`src/hdl/sii_pkg.sv`:
```
`default_nettype none

package sii_pkg;

  typedef struct packed {
    logic [31:0] iv_start;
    logic [31:0] iv_end;
  } interval_t;

  typedef struct packed {
    logic      pop;
    logic      push;
    interval_t wdata;
  } cell_ctrl_t;

  typedef enum logic [2:0] {
    ST_IDLE,
    ST_SCAN,
    ST_MERGE,
    ST_DUMP,
    ST_EMPTY
  } state_e;

  localparam logic       MODE_INSERT = 1'b0;
  localparam logic       MODE_CLEAR  = 1'b1;

  localparam logic [1:0] STATUS_OK   = 2'd0;
  localparam logic [1:0] STATUS_FULL = 2'd1;
  localparam logic [1:0] STATUS_BAD  = 2'd2;

endpackage

`default_nettype wire

```
`src/hdl/sii_cell.sv`:
```
`default_nettype none

module sii_cell import sii_pkg::*; #(
  parameter int IW  = 4,
  parameter int IDX = 0
) (
  input  wire logic       clk_i,
  input  wire cell_ctrl_t ctrl_i,
  input  wire logic [IW-1:0] widx_i,
  input  wire interval_t  next_i,
  output interval_t       data_o
);

  interval_t data_q;

  // Take the tail write when addressed, otherwise advance toward the head on a pop.
  always_ff @(posedge clk_i) begin
    if (ctrl_i.push && (widx_i == IW'(IDX))) begin
      data_q <= ctrl_i.wdata;
    end else if (ctrl_i.pop) begin
      data_q <= next_i;
    end
  end

  assign data_o = data_q;

endmodule

`default_nettype wire

```
`src/hdl/sorted_interval_insert_merge_top.sv`:
```
// An insert first rotates the stored list once to count overlaps, then merges it through the head
//   cell into the results, or dumps it unchanged when the store is full and nothing overlaps;
//   a reject dumps the list, a clear sends an empty-list result, and results wait while the output stalls.
// A new item is accepted only in the idle state, after the previous item's last result is loaded;
//   the head cell reads the list out one interval a cycle while the output does not stall.
// Reset (rst_ni low, asynchronous): list empty, controller idle, no result pending.
`default_nettype none

module sorted_interval_insert_merge_top import sii_pkg::*; #(
  parameter int MAX_INTERVALS = 16
) (
  input  wire logic        clk_i,
  input  wire logic        rst_ni,
  input  wire logic        in_valid_i,
  output logic             in_ready_o,
  input  wire logic        mode_i,
  input  wire logic [31:0] new_start_i,
  input  wire logic [31:0] new_end_i,
  output logic             out_valid_o,
  input  wire logic        out_ready_i,
  output logic [31:0]      out_start_o,
  output logic [31:0]      out_end_o,
  output logic [3:0]       out_index_o,
  output logic             entry_valid_o,
  output logic [4:0]       list_count_o,
  output logic [1:0]       status_o,
  output logic             last_o
);

  // CW holds a count up to MAX_INTERVALS, IW addresses one cell.
  localparam int CW = $clog2(MAX_INTERVALS + 1);
  localparam int IW = $clog2(MAX_INTERVALS);

  state_e        state_q, state_d;
  logic [CW-1:0] cnt_q, cnt_d;      // intervals held in the cell row
  logic [CW-1:0] len_q, len_d;      // list length when the item arrived
  logic [CW-1:0] t_q, t_d;          // step within the current pass
  logic [CW-1:0] ov_q, ov_d;        // stored intervals that overlap the new one
  logic [CW-1:0] k_q, k_d;          // results sent for this item
  logic [CW-1:0] m_q, m_d;          // results this item sends
  logic [1:0]    status_q, status_d;
  interval_t     carry_q, carry_d;  // interval being merged, then held one step once placed
  logic          placed_q, placed_d;

  logic          out_valid_q;
  logic [31:0]   out_start_q, out_end_q;
  logic [3:0]    out_index_q;
  logic          entry_valid_q, last_q;
  logic [4:0]    list_count_q;
  logic [1:0]    out_status_q;

  cell_ctrl_t    ctrl;
  logic [IW-1:0] widx;
  interval_t     cells [MAX_INTERVALS];
  interval_t     head;

  logic          slot_free;
  logic          emit, emit_empty;
  interval_t     emit_iv;
  logic          hit;
  logic [CW-1:0] ov_next;
  logic [CW:0]   m_full;
  logic [CW-1:0] last_k;
  logic [31:0]   k_ext, m_ext;

  assign head      = cells[0];
  assign slot_free = !out_valid_q || out_ready_i;
  assign hit       = (head.iv_start <= carry_q.iv_end) && (head.iv_end >= carry_q.iv_start);
  assign ov_next   = ov_q + CW'(hit);
  assign m_full    = {1'b0, len_q} + (CW+1)'(1) - {1'b0, ov_next};
  assign last_k    = m_q - CW'(1);
  assign k_ext     = 32'(k_q);
  assign m_ext     = 32'(m_q);

  // Row of cells: pop drains toward cell 0, push writes behind the remaining entries.
  assign widx = IW'(cnt_q - CW'(ctrl.pop));

  for (genvar i = 0; i < MAX_INTERVALS; i++) begin : g_cell
    interval_t nxt;
    if (i == MAX_INTERVALS - 1) begin : g_tail
      assign nxt = '0;
    end else begin : g_mid
      assign nxt = cells[i+1];
    end
    sii_cell #(
      .IW  (IW),
      .IDX (i)
    ) u_cell (
      .clk_i  (clk_i),
      .ctrl_i (ctrl),
      .widx_i (widx),
      .next_i (nxt),
      .data_o (cells[i])
    );
  end

  always_comb begin
    state_d    = state_q;
    len_d      = len_q;
    t_d        = t_q;
    ov_d       = ov_q;
    k_d        = k_q;
    m_d        = m_q;
    status_d   = status_q;
    carry_d    = carry_q;
    placed_d   = placed_q;
    ctrl.pop   = 1'b0;
    ctrl.push  = 1'b0;
    ctrl.wdata = head;
    emit       = 1'b0;
    emit_empty = 1'b0;
    emit_iv    = head;
    cnt_d      = cnt_q;
    in_ready_o = 1'b0;

    case (state_q)
      ST_IDLE: begin
        in_ready_o = 1'b1;
        if (in_valid_i) begin
          t_d      = '0;
          k_d      = '0;
          ov_d     = '0;
          placed_d = 1'b0;
          len_d    = cnt_q;
          carry_d  = '{iv_start: new_start_i, iv_end: new_end_i};
          if (mode_i == MODE_CLEAR) begin
            status_d = STATUS_OK;
            state_d  = ST_EMPTY;
          end else if (new_start_i > new_end_i) begin
            status_d = STATUS_BAD;
            m_d      = cnt_q;
            state_d  = (cnt_q == '0) ? ST_EMPTY : ST_DUMP;
          end else if (cnt_q == '0) begin
            status_d = STATUS_OK;
            m_d      = CW'(1);
            state_d  = ST_MERGE;
          end else begin
            state_d = ST_SCAN;
          end
        end
      end

      ST_SCAN: begin
        // Rotate the list once and count overlaps.
        ctrl.pop  = 1'b1;
        ctrl.push = 1'b1;
        ov_d      = ov_next;
        t_d       = t_q + CW'(1);
        if (t_q == len_q - CW'(1)) begin
          t_d = '0;
          if ((ov_next == '0) && (len_q == CW'(MAX_INTERVALS))) begin
            status_d = STATUS_FULL;
            m_d      = len_q;
            state_d  = ST_DUMP;
          end else begin
            status_d = STATUS_OK;
            m_d      = m_full[CW-1:0];
            state_d  = ST_MERGE;
          end
        end
      end

      ST_DUMP: begin
        if (slot_free) begin
          ctrl.pop  = 1'b1;
          ctrl.push = 1'b1;
          emit      = 1'b1;
          t_d       = t_q + CW'(1);
          k_d       = k_q + CW'(1);
          if (t_q == len_q - CW'(1)) begin
            state_d = ST_IDLE;
          end
        end
      end

      ST_MERGE: begin
        if (slot_free) begin
          if (t_q == len_q) begin
            // Flush the carry: merged interval or the last held entry.
            emit    = 1'b1;
            emit_iv = carry_q;
            state_d = ST_IDLE;
          end else begin
            ctrl.pop = 1'b1;
            if (placed_q) begin
              emit    = 1'b1;
              emit_iv = carry_q;
              carry_d = head;
            end else if (head.iv_end < carry_q.iv_start) begin
              emit    = 1'b1;
              emit_iv = head;
            end else if (head.iv_start > carry_q.iv_end) begin
              emit     = 1'b1;
              emit_iv  = carry_q;
              carry_d  = head;
              placed_d = 1'b1;
            end else begin
              // Absorb the overlapping entry into the carry.
              if (head.iv_start < carry_q.iv_start) begin
                carry_d.iv_start = head.iv_start;
              end
              if (head.iv_end > carry_q.iv_end) begin
                carry_d.iv_end = head.iv_end;
              end
            end
          end
          ctrl.push  = emit;
          ctrl.wdata = emit_iv;
          t_d        = t_q + CW'(1);
          k_d        = k_q + CW'(emit);
        end
      end

      ST_EMPTY: begin
        if (slot_free) begin
          emit       = 1'b1;
          emit_empty = 1'b1;
          state_d    = ST_IDLE;
        end
      end

      default: begin
        state_d = ST_IDLE;
      end
    endcase

    if ((state_q == ST_IDLE) && in_valid_i && (mode_i == MODE_CLEAR)) begin
      cnt_d = '0;
    end else begin
      cnt_d = cnt_q + CW'(ctrl.push) - CW'(ctrl.pop);
    end
  end

  always_ff @(posedge clk_i or negedge rst_ni) begin
    if (!rst_ni) begin
      state_q     <= ST_IDLE;
      cnt_q       <= '0;
      out_valid_q <= 1'b0;
    end else begin
      state_q <= state_d;
      cnt_q   <= cnt_d;
      if (emit) begin
        out_valid_q <= 1'b1;
      end else if (out_ready_i) begin
        out_valid_q <= 1'b0;
      end
    end
  end

  // Pass bookkeeping and the output register: no reset needed.
  always_ff @(posedge clk_i) begin
    len_q    <= len_d;
    t_q      <= t_d;
    ov_q     <= ov_d;
    k_q      <= k_d;
    m_q      <= m_d;
    status_q <= status_d;
    carry_q  <= carry_d;
    placed_q <= placed_d;
    if (emit) begin
      out_status_q <= status_q;
      if (emit_empty) begin
        out_start_q   <= '0;
        out_end_q     <= '0;
        out_index_q   <= '0;
        entry_valid_q <= 1'b0;
        list_count_q  <= '0;
        last_q        <= 1'b1;
      end else begin
        out_start_q   <= emit_iv.iv_start;
        out_end_q     <= emit_iv.iv_end;
        out_index_q   <= k_ext[3:0];
        entry_valid_q <= 1'b1;
        list_count_q  <= m_ext[4:0];
        last_q        <= (k_q == last_k);
      end
    end
  end

  assign out_valid_o   = out_valid_q;
  assign out_start_o   = out_start_q;
  assign out_end_o     = out_end_q;
  assign out_index_o   = out_index_q;
  assign entry_valid_o = entry_valid_q;
  assign list_count_o  = list_count_q;
  assign status_o      = out_status_q;
  assign last_o        = last_q;

`ifndef ASSERT_OFF
  a_no_overwrite: assert property (@(posedge clk_i) disable iff (!rst_ni)
    emit |-> slot_free)
    else $error("result loaded while a previous transfer is pending");

  a_scan_silent: assert property (@(posedge clk_i) disable iff (!rst_ni)
    (state_q == ST_SCAN) |-> !emit && (ctrl.pop == ctrl.push))
    else $error("overlap scan must rotate the list without results");

  a_count_bound: assert property (@(posedge clk_i) disable iff (!rst_ni)
    cnt_q <= CW'(MAX_INTERVALS))
    else $error("cell row over capacity");

  a_empty_result: assert property (@(posedge clk_i) disable iff (!rst_ni)
    (out_valid_o && !entry_valid_o) |-> (last_o && (list_count_o == 5'd0)))
    else $error("empty-list result must be last with zero count");
`endif

endmodule

`default_nettype wire
```
`config.mk`:
```
export PLATFORM = sky130hd
export DESIGN_NAME = sorted_interval_insert_merge_top
export DESIGN_NICKNAME = d
export VERILOG_FILES = /design/src/hdl/sii_pkg.sv /design/src/hdl/sii_cell.sv /design/src/hdl/sorted_interval_insert_merge_top.sv
export SDC_FILE = /design/constraint.sdc
export NUM_CORES = 2
export LEC_CHECK = 0
export BUFFER_PORTS_ARGS = -buffer_cell sky130_fd_sc_hd__buf_2
export CAP_MARGIN = 20
export CORE_UTILIZATION = 51
export CTS_BUF_LIST = sky130_fd_sc_hd__clkbuf_4 sky130_fd_sc_hd__clkbuf_8 sky130_fd_sc_hd__clkbuf_16
export DETAILED_ROUTE_END_ITERATION = 8
export PLACE_DENSITY = 0.67
export SLEW_MARGIN = 15
export SYNTH_ARGS = -nofsm -noshare
export SYNTH_HDL_FRONTEND = slang
export SYNTH_SLANG_ARGS = --single-unit
```
`constraint.sdc`:
```
create_clock -name clk_i -period 9.4 [get_ports clk_i]
set_clock_uncertainty 0.1 [all_clocks]
set_input_delay 2.82 -clock clk_i [delete_from_list [all_inputs] [get_ports clk_i]]
set_output_delay 2.82 -clock clk_i [all_outputs]
set_load 0.01 [all_outputs]
```
# Word level (Yosys, flattened, before mapping)
# Cells that the tools add are included.
# Widths: inputs -> output; s select.
# totals
elab_cells	274
reg_bits	1202
input_bits	69
out_inout_bits	79
# classes
n_reduce_logical	59
n_eq_ne	38
add_sub_neg	11
magnitude_cmp	7
mux	108
# ops
operator	n
$mux 64	45
$pmux 64 s2	1
$gt 32x32->1	3
$mux 66	1
$lt 32x32->1	2
$mux 32	2
$mux 5	12
$reduce_bool 2->1	19
$eq 4x4->1 const B	8
$ge 32x32->1	1
$le 32x32->1	1
$mux 3	10
$pmux 5 s3	2
$mux 1	21
$logic_and 1x1->1	20
$pmux 5 s2	2
$ne 2x2->1 const B	9
$eq 4x3->1 const B	4
$add 5x1->5	3
$add 5x1->5 const B	3
$eq 5x5->1	3
$pmux 3 s5	1
$mux 2	7
$ne 4x4->1 const B	3
other kinds (28)	40

# Longest topological paths before layout
# logic_depth
ltp_word	13
ltp_mapped	19
depth_no_buf	19

# Modules after synthesis
# Synthesis repeated with hierarchy kept, for this count alone.
# unflattened
hier_cells	3588
area_unflattened_um2	59693.5
# by_module_without_submodules
module	area_each_um2	n_inst	cells_each
sorted_interval_insert_merge_top	13000.0	1	1380
sii_cell (g_cell[1].u_cell ...)	2924.1	4	138
sii_cell (g_cell[10].u_cell ...)	2921.6	4	138
sii_cell (g_cell[11].u_cell ...)	2914.0	4	138
sii_cell (g_cell[12].u_cell ...)	2911.5	2	138
sii_cell (g_cell[15].u_cell)	2916.5	1	138
sii_cell (g_cell[0].u_cell)	2915.3	1	138

# Worst setup path before layout
# Ideal clock, no wire load.
# synth_timing
path_type	input port to flip-flop
from	in out_ready_i
to	reg g_cell[14].u_cell.data_q, in the netlist g_cell[14].u_cell.data_o[0] (enable)
stages	16
setup_slack_ns	1.953
t_arrival_ns	6.921
t_required_ns	8.874
setup_ns	0.426
cell_sequence	nor2b_1 > clkbuf_1 > a21oi_1 > clkbuf_1 > o21ai_0 > inv_1 > clkbuf_1 > ha_1 > ha_1 > nor2b_1 > and3_1 > nand2_1 > o22ai_1 > buf_2 > buf_2 > or2_1
# synth_between
elab_chain_cells	7
# synth_rtl
element	line	source
start: declaration	sorted_interval_insert_merge_top.sv:20	input wire logic out_ready_i,
$logic_or 1x1->1 *	sorted_interval_insert_merge_top.sv:67	assign slot_free = !out_valid_q || out_ready_i;
$mux 66 / $mux 2 (equally long branches)	sorted_interval_insert_merge_top.sv:177, sorted_interval_insert_merge_top.sv:164	
$pmux 2 s3 *	sorted_interval_insert_merge_top.sv:116	case (state_q)
$sub 4x1->4	sorted_interval_insert_merge_top.sv:76	assign widx = IW'(cnt_q - CW'(ctrl.pop));
$eq 4x4->1	sii_cell.sv:18	if (ctrl_i.push && (widx_i == IW'(IDX))) begin
$logic_and 1x1->1	sii_cell.sv:18	
$reduce_bool 2->1 (no line) *	-	
end signal: assignment	sii_cell.sv:19	data_q <= ctrl_i.wdata;
end signal: assignment	sii_cell.sv:21	data_q <= next_i;
end: declaration	sii_cell.sv:14	interval_t data_q;
# Every way passes the cells marked *; elsewhere a longest branch is shown, timed or not.
# A chain may end at the register's enable or synchronous reset.

# Worst setup path in the final report
# layout_timing
from	in out_ready_i
to	reg g_cell[4].u_cell.data_q, in the netlist g_cell[4].u_cell.data_o[13] (data pin)
# layout_between
elab_chain_cells	7
# layout_rtl
element	line
$logic_or 1x1->1 *	sorted_interval_insert_merge_top.sv:67
$mux 66 / $mux 2 (equally long branches)	sorted_interval_insert_merge_top.sv:177, sorted_interval_insert_merge_top.sv:164
$pmux 2 s3	sorted_interval_insert_merge_top.sv:116
$sub 4x1->4	sorted_interval_insert_merge_top.sv:76
$eq 4x3->1	sii_cell.sv:18
$logic_and 1x1->1	sii_cell.sv:18
$mux 64 *	sii_cell.sv:18
end signal: assignment	sii_cell.sv:19
end signal: assignment	sii_cell.sv:21
end: declaration	sii_cell.sv:14
# Marks and branches as above.

==> impl_metrics.tcl <==
set metrics [dict create \
    initial_core_util_pct 51.70 \
    ctsHoldBuffers 0 \
    critical_path_required_ns 9.78 \
    vias 30390 \
    root_buffer "clkbuf_16" \
    setup_viol 0 \
    synth_area_um2 56510 \
    rsz0062_at_grt "no" \
    ys_ff_latch 1202 \
    grt_pass1_wl_mm 198.8 \
    ys_top_cells_by_count "1193 x edfxtp_1, 642 x mux2_2, 270 x mux2_1, 184 x ha_1, 184 x nand2_1" \
    hold_path_class "reg2reg" \
    cts_setup_buffers 0 \
    grt_overflow 0 \
    async_flop_share_pct 0.7488 \
    synthDistinctLibCells 69 \
    yosys.area.top_type "edfxtp_1" \
    grt_max_degree 96 \
    drtIter0Drc 2589 \
    gp_congestion 0.8848 \
    final.period_utilization_pct 77.41 \
    cts-resized-gates 0 \
    clock_latency_ns 0.74 \
    synthesis.nets 3806 \
    cp-end-kind "flop" \
    fillCellCount 8517 \
    seq_area_frac_synth_pct 63.80 \
    die_width_um 334.9 \
    fin_nets 3920 \
    hold_violations 0 \
    maxSlewHeadroom_pct 24.23 \
    grt_pass1_vias 30800 \
    drive_gt1_share_pct 31.99 \
    cap_violations 0 \
    detail_route.wl_per_cell_um 25.27 \
    routed_wl_mm 132.4 \
    timing.fmax_mhz 137.4 \
    row_count 121 \
    yosysTopAreaCellShare_pct 63.40 \
    ios 148 \
    hold_path_depth 0 \
    slew_viol_final 0 \
    fin_setup_tns_ns 0 \
    cts_tree "built" \
    start_kind "primary input" \
    cts_made_buffers 133 \
    clkSinkCount 1202 \
    drtAntennaViolNets 0 \
    viasPerCell 5.799 \
    clockBufferDepth 3 \
    yosysWarnings 0 \
    finalCriticalPeriod_ns 7.276 \
    crit_type "in2reg" \
    r2r_cells 11 \
    status "finished clean" \
    syn-instance-count 3551 \
    first_pass_iters 5 \
    die_h_um 334.9 \
    cts-htree-levels 4 \
    clkTransAtPathRegs_ns 0.06 \
    yosysMostFrequentCell "edfxtp_1" \
    grt_use_total_pct 23.88 \
    cp.arrival_ns 7.66 \
    antenna_found_initial 2 \
    dieArea_um2 112100 \
    path_max_fanout 34 \
    coreArea_um2 109300 \
    syn_to_final_growth_pct 11.79 \
    ys.flop_type "edfxtp_1" \
    synth_area_leaders "edfxtp_1 63%, mux2_2 13%, mux2_1 5.4%, ha_1 4.1%, mux2_4 3.0%" \
    worst_slew_pin_slew_ns 1.137 \
    hpwl_mm 83.35 \
    drc_errors 0 \
    synth.avg_cell_area_um2 15.91 \
    synth_edf_count 1193 \
    port_buffers 147 \
]
## stage by stage
| stage | hold WS, ns | utilization, % | setup slack (ns) | std cells | cell area (µm²) |
|---|---|---|---|---|---|
| 6_report | 0.3304 | 57.79 | 2.124 | 5241 | 63170 |
| 3_3_place_gp | 0.3044 | 53.69 | 1.315 | 4999 | 58690 |
| 4_1_cts | 0.3330 | 57.71 | 1.931 | 5236 | 63080 |
| 3_5_place_dp | 0.3205 | 53.77 | 1.195 | 5002 | 58770 |
| 2_1_floorplan | 0.3003 | - | 1.953 | 3551 | 56510 |
| 5_1_grt | 0.3420 | 57.79 | 1.856 | 5240 | 63170 |
## final cells by class
cell class / count / area, µm² / share of cell area, %
Clock inverter: 76 / 755.7 / 1.196
Tap cell: 1476 / 1847 / 2.923
Multi-Input combinational cell: 2008 / 19060 / 30.18
Antenna cell: 1 / 2.502 / 0.003961
Sequential cell: 1202 / 36050 / 57.07
Clock buffer: 158 / 3551 / 5.621
Timing Repair Buffer: 196 / 1436 / 2.274
Inverter: 124 / 465.4 / 0.7368
## sequential cells by signal, indices dropped and copies added, names as in the netlist, 32 cells and up
signal                cells
carry_q                  64
out_start_o              32
out_end_o                32
g_cell.u_cell.data_o   1024
## path summary, 6_finish.rpt
path                             start                          end  slack [ns]
min reg2reg                status_q[1]                  status_o[1]        0.33
max                        out_ready_i  g_cell[4].u_cell.data_o[13]        2.12
max reg2reg                out_valid_o  g_cell[4].u_cell.data_o[13]        3.85
min in group asynchronous       rst_ni                   state_q[2]        1.87
min                        status_q[1]                  status_o[1]        0.33
max in group asynchronous       rst_ni                     cnt_q[4]        7.10
## layout by cell type (no fill, tap or decap), drive strengths merged, types with 7 or more instances in the layout
cell type and instances:
o22ai 14, nor4 7, or2 16, a21oi 71, and2 49, bufinv 12, nand2b 11, a21o 23
mux2i 25, xnor2 19, clkbuf 158, buf 196, nand2 184, inv 131, clkinv 51, edfxtp 1193
mux2 1025, nand4 34, xor2 13, nor2 101, dfrtp 9, nand3 23, nor3 11, nor2b 56
ha 184, o21ai 65, o211ai 9
## layer usage
layer / routed length [µm] / up-vias / GRT usage [%]
met3: 7212 / 174 / 3.614
met4: 3209 / 0 / 6.878
met1: 57970 / 15740 / 32.56
li1: - / 13670 / -
met2: 64040 / 817 / 39.67
met5: 0 / - / 0
## critical path, cell delays in order
cell and delay (ns):
buf_2 0.14, nor2b_1 0.56, a21oi_1 0.41, o21ai_0 0.28
inv_1 0.39, ha_1 0.33, ha_1 0.35, nand4_1 0.45
o22ai_4 0.35, buf_4 0.57, buf_4 0.55, mux2_2 0.40
## cells by family (layout without fill, tap and decap cells)
group / after synthesis / after routing / share of synthesized area (%)
muxes: 1050 / 1050 / 21.62
AOI/OAI and AO/OA: 228 / 228 / 2.531
other: 0 / 1 / 0
and+or+nand+nor: 512 / 512 / 4.417
adders and majority gates: 186 / 186 / 4.145
xor gates and xnor gates: 32 / 32 / 0.4960
DFF: 1202 / 1202 / 63.80
buffers and inverters: 341 / 554 / 2.996
Power is left out: the tool's default activity adds up to more than one toggle a clock period on the data nets, which glitch-free logic cannot reach.
